[config.mk]
export PLATFORM = sky130hd
export DESIGN_NAME = scan_dedup_log_engine_unit
export DESIGN_NICKNAME = d
export VERILOG_FILES = /design/src/sv/sdl_pkg.sv /design/src/sv/scan_dedup_log_engine_unit.sv /design/src/sv/sdl_ram.sv
export VERILOG_INCLUDE_DIRS = /design/src /design/src/sv
export SDC_FILE = /design/constraint.sdc
export NUM_CORES = 2
export LEC_CHECK = 0
export ABC_AREA = 1
export BUFFER_PORTS_ARGS = -buffer_cell sky130_fd_sc_hd__buf_4
export CORE_MARGIN = 5
export CORE_UTILIZATION = 60
export CTS_BUF_LIST = sky130_fd_sc_hd__clkbuf_4 sky130_fd_sc_hd__clkbuf_8
export DETAILED_ROUTE_END_ITERATION = 16
export PLACE_DENSITY = 0.77
export SLEW_MARGIN = 20
export SYNTH_ARGS = -nofsm -noshare
export SYNTH_HDL_FRONTEND = slang
export SYNTH_SLANG_ARGS = --single-unit
export TNS_END_PERCENT = 5
[constraint.sdc]
create_clock -name clk -period 10.8 [get_ports clk]
set_clock_uncertainty 0.15 [all_clocks]
set_input_delay 2.16 -clock clk [delete_from_list [all_inputs] [get_ports clk]]
set_output_delay 2.16 -clock clk [all_outputs]
set_load 0.05 [all_outputs]
[src/sv/scan_dedup_log_engine_unit_macros.svh]
// Assertion macros for the scan dedup log engine.
`ifndef SCAN_DEDUP_LOG_ENGINE_UNIT_MACROS_SVH
`define SCAN_DEDUP_LOG_ENGINE_UNIT_MACROS_SVH

// Same-cycle implication under active-low reset.
`define SDL_ASSERT_NOW(label, clk, rst_n, cond, cons, msg) \
    label: assert property (@(posedge clk) disable iff (!rst_n) (cond) |-> (cons)) \
        else $error(msg);

// Next-cycle implication under active-low reset.
`define SDL_ASSERT_NEXT(label, clk, rst_n, cond, cons, msg) \
    label: assert property (@(posedge clk) disable iff (!rst_n) (cond) |=> (cons)) \
        else $error(msg);

`endif

[src/sv/sdl_pkg.sv]
// Shared constants and types of the scan dedup log engine.
`timescale 1ns / 1ps

package sdl_pkg;

    localparam int SCAN_MAX  = 16;
    localparam int LOG_SLOTS = 64;

    localparam int IDX_W   = $clog2(SCAN_MAX);
    localparam int ELEM_W  = $clog2(SCAN_MAX + 2);
    localparam int COUNT_W = 5;
    localparam int USED_W  = 7;
    localparam int SLOT_W  = 6;
    localparam int TIME_W  = 32;
    localparam int ID_W    = 48;
    localparam int RAM_DEPTH = 2 * SCAN_MAX;
    localparam int RAM_AW    = IDX_W + 1;

    localparam int IN_DATA_W  = 88;
    localparam int OUT_DATA_W = 16;

    localparam logic OP_CHECK  = 1'b0;
    localparam logic OP_RECORD = 1'b1;

    localparam logic STATUS_STORED   = 1'b0;
    localparam logic STATUS_REJECTED = 1'b1;

    typedef enum logic [1:0] {
        ST_IDLE,
        ST_SCAN,
        ST_FIN
    } state_t;

endpackage

[src/sv/scan_dedup_log_engine_unit.sv]
// Top level of the scan dedup log engine.
`timescale 1ns / 1ps
`include "scan_dedup_log_engine_unit_macros.svh"

// Scan dedup and log bookkeeping. Each input word carries one access point
// identifier of a radio scan; tlast marks the final word, and tuser (op) on
// that word picks check (0) or record (1). A word is accepted and its identifier
// staged, then each stored identifier goes in turn through the single shared
// 48-bit comparator fed from the identifier RAM (registered read, so the last
// compare drains after the reads end), and then the word finishes. A final
// or empty word also waits in finish while the result register is still full.
// An empty scan (scan_count 0) skips the compare. s_tready is low while a word is
// being worked on. The identifier RAM holds two banks of SCAN_MAX entries:
// words are staged into the inactive bank, and a successful record just flips
// the bank, so no copy pass is needed. An empty word and a final word give one
// result word on m_*; other words give none. The result register lets the
// next scan word be accepted while a result is still waiting. The user writes
// min_age via cfg_* (always ready) only while idle; the block does not check.
module scan_dedup_log_engine_unit (
    input  logic                          clk,
    input  logic                          rst_n,
    // slave side
    input  logic                          s_tvalid,
    output logic                          s_tready,
    // time_ms[31:0], bssid[79:32], scan_count[84:80], zero pad[87:85]
    input  logic [sdl_pkg::IN_DATA_W-1:0] s_tdata,
    // op[0]
    input  logic                          s_tuser,
    input  logic                          s_tlast,
    // master side
    output logic                          m_tvalid,
    input  logic                          m_tready,
    // record_wanted[0], status[1], used_entries[8:2], write_slot[14:9], pad[15]
    output logic [sdl_pkg::OUT_DATA_W-1:0] m_tdata,
    // configuration: min_age
    input  logic                          cfg_valid,
    output logic                          cfg_ready,
    input  logic [sdl_pkg::TIME_W-1:0]    cfg_data
);

    sdl_pkg::state_t state_reg, state_next;

    // latched word
    logic                        op_reg, op_next;
    logic [sdl_pkg::TIME_W-1:0]  time_reg, time_next;
    logic [sdl_pkg::ID_W-1:0]    id_reg, id_next;
    logic [sdl_pkg::COUNT_W-1:0] cnt_reg, cnt_next;
    logic                        last_reg, last_next;
    logic                        empty_reg, empty_next;

    // bookkeeping state
    logic [sdl_pkg::TIME_W-1:0]   min_age_reg;
    logic [sdl_pkg::USED_W-1:0]   used_count_reg, used_count_next;
    logic [sdl_pkg::SLOT_W-1:0]   next_slot_reg, next_slot_next;
    logic [sdl_pkg::TIME_W-1:0]   stored_time_reg, stored_time_next;
    logic [sdl_pkg::COUNT_W-1:0]  stored_count_reg, stored_count_next;
    logic [sdl_pkg::SCAN_MAX-1:0] found_mask_reg, found_mask_next;
    logic [sdl_pkg::ELEM_W-1:0]   elem_index_reg, elem_index_next;
    logic                         bank_reg, bank_next;

    // compare sequencer
    logic [sdl_pkg::COUNT_W-1:0] rd_idx_reg, rd_idx_next;
    logic                        pend_reg, pend_next;
    logic [sdl_pkg::IDX_W-1:0]   pend_idx_reg, pend_idx_next;

    // result register
    logic                            m_valid_reg, m_valid_next;
    logic [sdl_pkg::OUT_DATA_W-1:0]  m_data_reg, m_data_next;

    // RAM
    logic                        ram_we;
    logic [sdl_pkg::RAM_AW-1:0]  ram_waddr, ram_raddr;
    logic [sdl_pkg::ID_W-1:0]    ram_rdata;

    // input fields
    logic [sdl_pkg::TIME_W-1:0]  in_time;
    logic [sdl_pkg::ID_W-1:0]    in_id;
    logic [sdl_pkg::COUNT_W-1:0] in_cnt;
    logic                        in_fire;

    // finish decode
    logic                         out_free;
    logic                         res_needed;
    logic                         good;
    logic                         want;
    logic                         rec_ok;
    logic [sdl_pkg::TIME_W-1:0]   age;
    logic [sdl_pkg::SCAN_MAX-1:0] full_mask;
    logic                         rd_en;
    logic                         fin_fire;

    assign in_time = s_tdata[31:0];
    assign in_id   = s_tdata[79:32];
    assign in_cnt  = s_tdata[84:80];

    assign s_tready  = (state_reg == sdl_pkg::ST_IDLE);
    assign in_fire   = s_tvalid && s_tready;
    assign cfg_ready = 1'b1;
    assign m_tvalid  = m_valid_reg;
    assign m_tdata   = m_data_reg;

    // staging write to the inactive bank
    assign ram_we    = in_fire && (in_cnt != '0)
                       && (elem_index_reg < sdl_pkg::ELEM_W'(sdl_pkg::SCAN_MAX));
    assign ram_waddr = {~bank_reg, elem_index_reg[sdl_pkg::IDX_W-1:0]};
    assign ram_raddr = {bank_reg, rd_idx_reg[sdl_pkg::IDX_W-1:0]};

    sdl_ram #(
        .WIDTH(sdl_pkg::ID_W),
        .DEPTH(sdl_pkg::RAM_DEPTH)
    ) u_ids (
        .clk  (clk),
        .we   (ram_we),
        .waddr(ram_waddr),
        .wdata(in_id),
        .raddr(ram_raddr),
        .rdata(ram_rdata)
    );

    // stored entries below stored_count must all be seen
    always_comb
    begin
        for (int i = 0; i < sdl_pkg::SCAN_MAX; i++)
        begin
            full_mask[i] = (sdl_pkg::COUNT_W'(i) < stored_count_reg);
        end
    end

    assign out_free   = !m_valid_reg || m_tready;
    assign res_needed = empty_reg || last_reg;
    assign rd_en      = (rd_idx_reg < stored_count_reg);
    assign age        = time_reg - stored_time_reg;
    assign good       = (elem_index_reg == sdl_pkg::ELEM_W'(cnt_reg))
                        && (cnt_reg <= sdl_pkg::COUNT_W'(sdl_pkg::SCAN_MAX));
    assign want       = !good || (used_count_reg == '0) || (age >= min_age_reg)
                        || (stored_count_reg != cnt_reg)
                        || ((found_mask_reg & full_mask) != full_mask);
    assign rec_ok     = !empty_reg && good;
    assign fin_fire   = (state_reg == sdl_pkg::ST_FIN) && (!res_needed || out_free);

    always_ff @(posedge clk or negedge rst_n)
    begin
        if (!rst_n)
        begin
            state_reg <= sdl_pkg::ST_IDLE;
        end
        else
        begin
            state_reg <= state_next;
        end
    end

    always_ff @(posedge clk or negedge rst_n)
    begin
        if (!rst_n)
        begin
            min_age_reg      <= '0;
            used_count_reg   <= '0;
            next_slot_reg    <= '0;
            stored_time_reg  <= '0;
            stored_count_reg <= '0;
            found_mask_reg   <= '0;
            elem_index_reg   <= '0;
            bank_reg         <= 1'b0;
            rd_idx_reg       <= '0;
            pend_reg         <= 1'b0;
            m_valid_reg      <= 1'b0;
        end
        else
        begin
            if (cfg_valid && cfg_ready)
            begin
                min_age_reg <= cfg_data;
            end
            used_count_reg   <= used_count_next;
            next_slot_reg    <= next_slot_next;
            stored_time_reg  <= stored_time_next;
            stored_count_reg <= stored_count_next;
            found_mask_reg   <= found_mask_next;
            elem_index_reg   <= elem_index_next;
            bank_reg         <= bank_next;
            rd_idx_reg       <= rd_idx_next;
            pend_reg         <= pend_next;
            m_valid_reg      <= m_valid_next;
        end
    end

    // payload registers
    always_ff @(posedge clk)
    begin
        op_reg       <= op_next;
        time_reg     <= time_next;
        id_reg       <= id_next;
        cnt_reg      <= cnt_next;
        last_reg     <= last_next;
        empty_reg    <= empty_next;
        pend_idx_reg <= pend_idx_next;
        m_data_reg   <= m_data_next;
    end

    always_comb
    begin
        state_next        = state_reg;
        op_next           = op_reg;
        time_next         = time_reg;
        id_next           = id_reg;
        cnt_next          = cnt_reg;
        last_next         = last_reg;
        empty_next        = empty_reg;
        used_count_next   = used_count_reg;
        next_slot_next    = next_slot_reg;
        stored_time_next  = stored_time_reg;
        stored_count_next = stored_count_reg;
        found_mask_next   = found_mask_reg;
        elem_index_next   = elem_index_reg;
        bank_next         = bank_reg;
        rd_idx_next       = rd_idx_reg;
        pend_next         = 1'b0;
        pend_idx_next     = pend_idx_reg;
        m_valid_next      = m_valid_reg && !m_tready;
        m_data_next       = m_data_reg;

        unique case (state_reg)
            sdl_pkg::ST_IDLE:
            begin
                if (in_fire)
                begin
                    op_next     = s_tuser;
                    time_next   = in_time;
                    id_next     = in_id;
                    cnt_next    = in_cnt;
                    last_next   = s_tlast;
                    empty_next  = (in_cnt == '0);
                    rd_idx_next = '0;
                    if (in_cnt == '0)
                    begin
                        state_next = sdl_pkg::ST_FIN;
                    end
                    else
                    begin
                        if (elem_index_reg <= sdl_pkg::ELEM_W'(sdl_pkg::SCAN_MAX))
                        begin
                            elem_index_next = elem_index_reg + 1'b1;
                        end
                        state_next = sdl_pkg::ST_SCAN;
                    end
                end
            end

            sdl_pkg::ST_SCAN:
            begin
                // read one stored id per cycle, compare it in the next cycle
                if (rd_en)
                begin
                    rd_idx_next   = rd_idx_reg + 1'b1;
                    pend_next     = 1'b1;
                    pend_idx_next = rd_idx_reg[sdl_pkg::IDX_W-1:0];
                end
                if (pend_reg && (ram_rdata == id_reg))
                begin
                    found_mask_next[pend_idx_reg] = 1'b1;
                end
                if (!rd_en)
                begin
                    state_next = sdl_pkg::ST_FIN;
                end
            end

            sdl_pkg::ST_FIN:
            begin
                if (fin_fire)
                begin
                    state_next = sdl_pkg::ST_IDLE;
                    if (res_needed)
                    begin
                        elem_index_next = '0;
                        found_mask_next = '0;
                        m_valid_next    = 1'b1;
                        if (op_reg == sdl_pkg::OP_CHECK)
                        begin
                            m_data_next = {1'b0, next_slot_reg, used_count_reg,
                                           sdl_pkg::STATUS_STORED, want && !empty_reg};
                        end
                        else if (rec_ok)
                        begin
                            bank_next         = ~bank_reg;
                            stored_count_next = cnt_reg;
                            stored_time_next  = time_reg;
                            if (next_slot_reg == sdl_pkg::SLOT_W'(sdl_pkg::LOG_SLOTS - 1))
                            begin
                                next_slot_next = '0;
                            end
                            else
                            begin
                                next_slot_next = next_slot_reg + 1'b1;
                            end
                            if (used_count_reg < sdl_pkg::USED_W'(sdl_pkg::LOG_SLOTS))
                            begin
                                used_count_next = used_count_reg + 1'b1;
                            end
                            m_data_next = {1'b0, next_slot_next, used_count_next,
                                           sdl_pkg::STATUS_STORED, 1'b0};
                        end
                        else
                        begin
                            m_data_next = {1'b0, next_slot_reg, used_count_reg,
                                           sdl_pkg::STATUS_REJECTED, 1'b0};
                        end
                    end
                end
            end

            default:
            begin
                state_next = sdl_pkg::ST_IDLE;
            end
        endcase
    end

    // bookkeeping bounds
    `SDL_ASSERT_NOW(a_used_bound, clk, rst_n, 1'b1,
        used_count_reg <= sdl_pkg::USED_W'(sdl_pkg::LOG_SLOTS), "used count overflow")
    `SDL_ASSERT_NOW(a_elem_bound, clk, rst_n, 1'b1,
        elem_index_reg <= sdl_pkg::ELEM_W'(sdl_pkg::SCAN_MAX + 1), "elem index overflow")
    // a successful record flips the active bank
    `SDL_ASSERT_NEXT(a_bank_flip, clk, rst_n,
        fin_fire && res_needed && (op_reg == sdl_pkg::OP_RECORD) && rec_ok,
        bank_reg != $past(bank_reg), "bank not flipped on record")
    // a result is only loaded when the result register is free
    `SDL_ASSERT_NOW(a_no_overrun, clk, rst_n, fin_fire && res_needed,
        !m_valid_reg || m_tready, "result register overrun")

endmodule

[src/sv/sdl_ram.sv]
// Generic simple dual-port RAM, one write port, one registered read port.
`timescale 1ns / 1ps

module sdl_ram #(
    parameter int WIDTH = 8,
    parameter int DEPTH = 16
) (
    input  logic                     clk,
    input  logic                     we,
    input  logic [$clog2(DEPTH)-1:0] waddr,
    input  logic [WIDTH-1:0]         wdata,
    input  logic [$clog2(DEPTH)-1:0] raddr,
    output logic [WIDTH-1:0]         rdata
);

    logic [WIDTH-1:0] mem [DEPTH];
    logic [WIDTH-1:0] rdata_reg;

    always_ff @(posedge clk)
    begin
        if (we)
        begin
            mem[waddr] <= wdata;
        end
        rdata_reg <= mem[raddr];
    end

    assign rdata = rdata_reg;

endmodule

==> impl.org <==
** Critical path
- The worst register-to-register path begins at rd_idx_reg[0]$_DFFE_PN0P_.
- Type of element capturing the critical path :: flip-flop
- Across all register-to-register paths, the minimum setup slack is 5.60 ns.
- Arrival time worst endpoint :: 5.96 ns
- Endpoint of the worst setup timing path :: u_ids.rdata[21]$_DFF_P_
- End of the worst register-to-register path :: u_ids.rdata[21]$_DFF_P_
- The worst setup path is launched from a flip-flop.
- At the worst endpoint, the required time is approximately 12 ns.
- Critical setup path kind :: flip-flop to flip-flop
- Path depth of the worst reg2reg path :: 10
- The most critical setup path has its startpoint at rd_idx_reg[0]$_DFFE_PN0P_.
- In this run the worst path has a maximum fanout of about 230.

** Global route
- Vias in the first global route :: 46322
- Pin count of the biggest net entering global routing :: between 200 and 250
- GR Util All Layers :: 28.44%
- The first global-routing pass estimated roughly 280000 um of wire.
- Global route overflow :: 0
- The number of antenna violations at the first check in global routing was 6.

** STA
- For this run, the top clock speed supported by timing is slightly below 0.2 GHz.
- Relative slew slack :: a little over a fifth
- Final hold violation count :: 0
- Setup repair after global routing left no endpoint under its margin.
- Setup violations remaining at the end of the flow were counted as 0.
- The final max-slew violation count came to 0.
- Post-Route Setup TNS :: 0 ns
- Final Cycle Share :: about half
- The clock period could shrink to around 5.2 ns.
- At the pin with the least slew margin, the transition time is ~1.2 ns.

** Pwr
- The analysis attributes to cell leakage a power of 28.26 nW.
- IR analysis of the VDD net gives a maximum drop of slightly below 200 uV.
- Sequential fraction of design power :: 45.8%
- In this run, the combinational gates consume between 20% and 30% of the power.
- For this design the ratio of total power to cell area is around 220 mW/mm^2.
- Clock group share of total power :: between 30% and 40%
- Summed over all nets, the switching power comes to 0.005753 W.
- Cell internal power was estimated by the tool at 0.01252 W.
- Switching part of the total power :: 31.48%

** Detailed routing
- The first detailed-routing pass took 6 iterations.
- Routed wire length :: around 190000 um
- Routed via count divided by cell count :: just over 6
- DRC violations left :: 0
- Top Layer Used :: met5
- Total routed wire length on the met1 layer :: 71510 um
- After detailed routing, the met3 layer carries approximately 23000 um of wire.
- Antenna-violating nets left :: 0
- Summing over every cut layer, the via total after detailed routing is between 40000 and 50000.
- The first routing iteration left 7431 violations.
- Met2 routed wirelength :: 87710 um
- In the final routed layout, each cell accounts on average for about 24 um.

** Yosys
- Main synth FF type :: sky130_fd_sc_hd__edfxtp_1
- Yosys printed 0 warnings.
- Share of synthesized flip-flops with an asynchronous set or reset :: under 10%
- Synth area leaders :: sky130_fd_sc_hd__edfxtp_1, sky130_fd_sc_hd__o21ai_0, sky130_fd_sc_hd__nor2_1
- Netlist area before placement :: between 0.07 and 0.08 mm^2
- The share of the Yosys chip area taken by registers is between 70 and 80%.
- Register bit count reported by yosys :: between 1500 and 2000
- In this run, distinct cell masters in the synthesized netlist total 46.
- The number of nets handed over by synthesis was 6151.
- Number of synthesized flops with an enable pin :: 1643
- In this run the mean area of a mapped cell was 12.28 um^2.
- Number of cells produced by synthesis :: 5948
- Of the post-synthesis cell area, the dominant cell type holds 67.56%.
- The most common cell in the synthesized netlist is sky130_fd_sc_hd__edfxtp_1.
- The synthesized design spends more area on one cell type than any other, namely sky130_fd_sc_hd__edfxtp_1.
- Counting instances in the post-synthesis netlist gives the leading cell types as sky130_fd_sc_hd__edfxtp_1, sky130_fd_sc_hd__nor2_1, sky130_fd_sc_hd__o21ai_0.

** Run
- Number of max-capacitance violations reported :: 0

** Die
- I/O pin total :: 146
- DIE AREA :: 0.1288 mm^2
- The initialized floorplan defines about 130 standard-cell rows.
- From bottom edge to top edge, the die measures approximately 360 um.
- The initial utilization of the core area, before any placement, comes to roughly three fifths.
- The total area inside the core boundary comes to about 0.12 mm^2.
- Die X :: between 300 and 400 um

** Clocking
- Maximum buffer depth of the clock tree :: 4
- In this run the number of H-tree levels came out at 5.
- CTS placed an instance of sky130_fd_sc_hd__clkbuf_8 at the clock tree root.
- Buffers inserted to repair hold after CTS numbered 0.
- Clock tree from TritonCTS :: yes
- Post CTS Setup Buffer Count :: 0
- Latest clock arrival within the worst-skew pair :: 0.98 ns
- Clock transition at the registers of the reported paths :: 0.07 ns
- Number of instances resized during post-cts repair :: 0
- Clock Sinks :: approximately 1800
- Number of clock buffers inserted by TritonCTS :: about 300

** Finish
- Number of flip-flops in the largest register :: ~1500
- Post-route core utilization :: between 60 and 70%
- Synthesis-to-finish area growth :: 11.23%
- For this run, the post-layout net count is between 6000 and 7000.
- Share of layout cells above drive strength 1 :: 11.79%

** Status
- Outcome :: finished clean

** Min path
- Class of the tightest hold or removal check :: flip-flop to flip-flop

** Placed design
- During placement, the flow inserted port buffers numbering 140.
- DP HPWL :: 93170 um
- The congestion estimate from routability-driven global placement came to just under 0.9.
==> kinds of logic after synthesis <==
kind of cell	Yosys count	share of synthesized area (%)
other	2	0.01028
buffers and inverters	591	3.269
AND/OR/NAND/NOR	1906	10.42
AO/OA/AOI/OAI	1514	11.57
adder cells (fa/ha/maj)	76	1.312
flip-flops	1804	72.75
multiplexers	1	0.01542
XOR/XNOR	54	0.6477
==> how the worst min path moves through the flow <==
stage                                    startpoint                         endpoint  slack (ns)  cells after the start
floorplan                 rd_idx_reg[0]$_DFFE_PN0P_        pend_idx_reg[0]$_DFFE_PP_        0.30                      0
global placement     stored_time_reg[0]$_DFFE_PN0P_   stored_time_reg[0]$_DFFE_PN0P_        0.32                      2
detailed placement   stored_time_reg[0]$_DFFE_PN0P_   stored_time_reg[0]$_DFFE_PN0P_        0.34                      2
CTS                  stored_time_reg[0]$_DFFE_PN0P_   stored_time_reg[0]$_DFFE_PN0P_        0.35                      2
global route         stored_time_reg[4]$_DFFE_PN0P_   stored_time_reg[4]$_DFFE_PN0P_        0.39                      2
finish              stored_time_reg[31]$_DFFE_PN0P_  stored_time_reg[31]$_DFFE_PN0P_        0.35                      2
==> layout by cell type, fill, tap and decap left out, drive strengths merged, types with 18 or more instances in the layout <==
cell and count:
nand4 62, xnor2 20, dfrtp 113, nor3 18, clkbuf 436, ha 75, o211ai 187, buf 208
dfxtp 48, a21oi 117, nand2 515, edfxtp 1643, clkinv 58, nor2 1136, o22ai 203, inv 245
o21ai 978, nand3 167, xor2 34
==> critical path, stage by stage (launching register included) <==
cell,delay [ns]
sky130_fd_sc_hd__dfrtp_4,0.83
sky130_fd_sc_hd__buf_12,0.64
sky130_fd_sc_hd__buf_12,0.68
sky130_fd_sc_hd__buf_12,0.71
sky130_fd_sc_hd__buf_4,0.81
sky130_fd_sc_hd__o21ai_0,0.21
sky130_fd_sc_hd__o211ai_1,0.25
sky130_fd_sc_hd__nand3_1,0.21
sky130_fd_sc_hd__nand4_1,0.17
sky130_fd_sc_hd__o21ai_1,0.08
sky130_fd_sc_hd__inv_1,0.06
==> power by group through the flow <==
stage               logic, W  registers (W)  clock network, W
floorplan            0.00282        0.00843                 0
global placement     0.00391        0.00849                 0
detailed placement   0.00403        0.00850                 0
CTS                  0.00406        0.00837           0.00584
global route         0.00454        0.00840           0.00617
finish               0.00412        0.00838           0.00578
==> metrics by stage <==
| step | power, W | worst slack (ns) | cells | area [um^2] | hold slack [ns] |
|---|---|---|---|---|---|
| after floorplan | 0.01125 | 1.405 | 5948 | 73030 | 0.3043 |
| after global placement | 0.01240 | 5.332 | 7435 | 75500 | 0.3230 |
| after detailed placement | 0.01254 | 5.276 | 7435 | 75500 | 0.3379 |
| after CTS | 0.01827 | 5.651 | 7938 | 81200 | 0.3541 |
| after global routing | 0.01912 | 5.245 | 7944 | 81220 | 0.3854 |
| final | 0.01827 | 5.604 | 7944 | 81220 | 0.3524 |
==> area by class of cell <==
class                           count  area (um^2)
Sequential cell                  1804        53140
Fill cell                        8453        40170
Multi-Input combinational cell   3553        17780
Clock buffer                      436         5325
Tap cell                         1625         2033
Timing Repair Buffer              208         1624
Inverter                          245        938.4
Clock inverter                     67        374.1
Antenna cell                        6        15.01
==> per-layer routing <==
layer | vias up | global-route usage, %
met1 | 23541 | 39.90
li1 | 21833 | -
met4 | 2 | 11.32
met2 | 3186 | 44.65
met3 | 515 | 5.559
met5 | - | 0
Note: power is estimated with default switching activity, not from simulation.
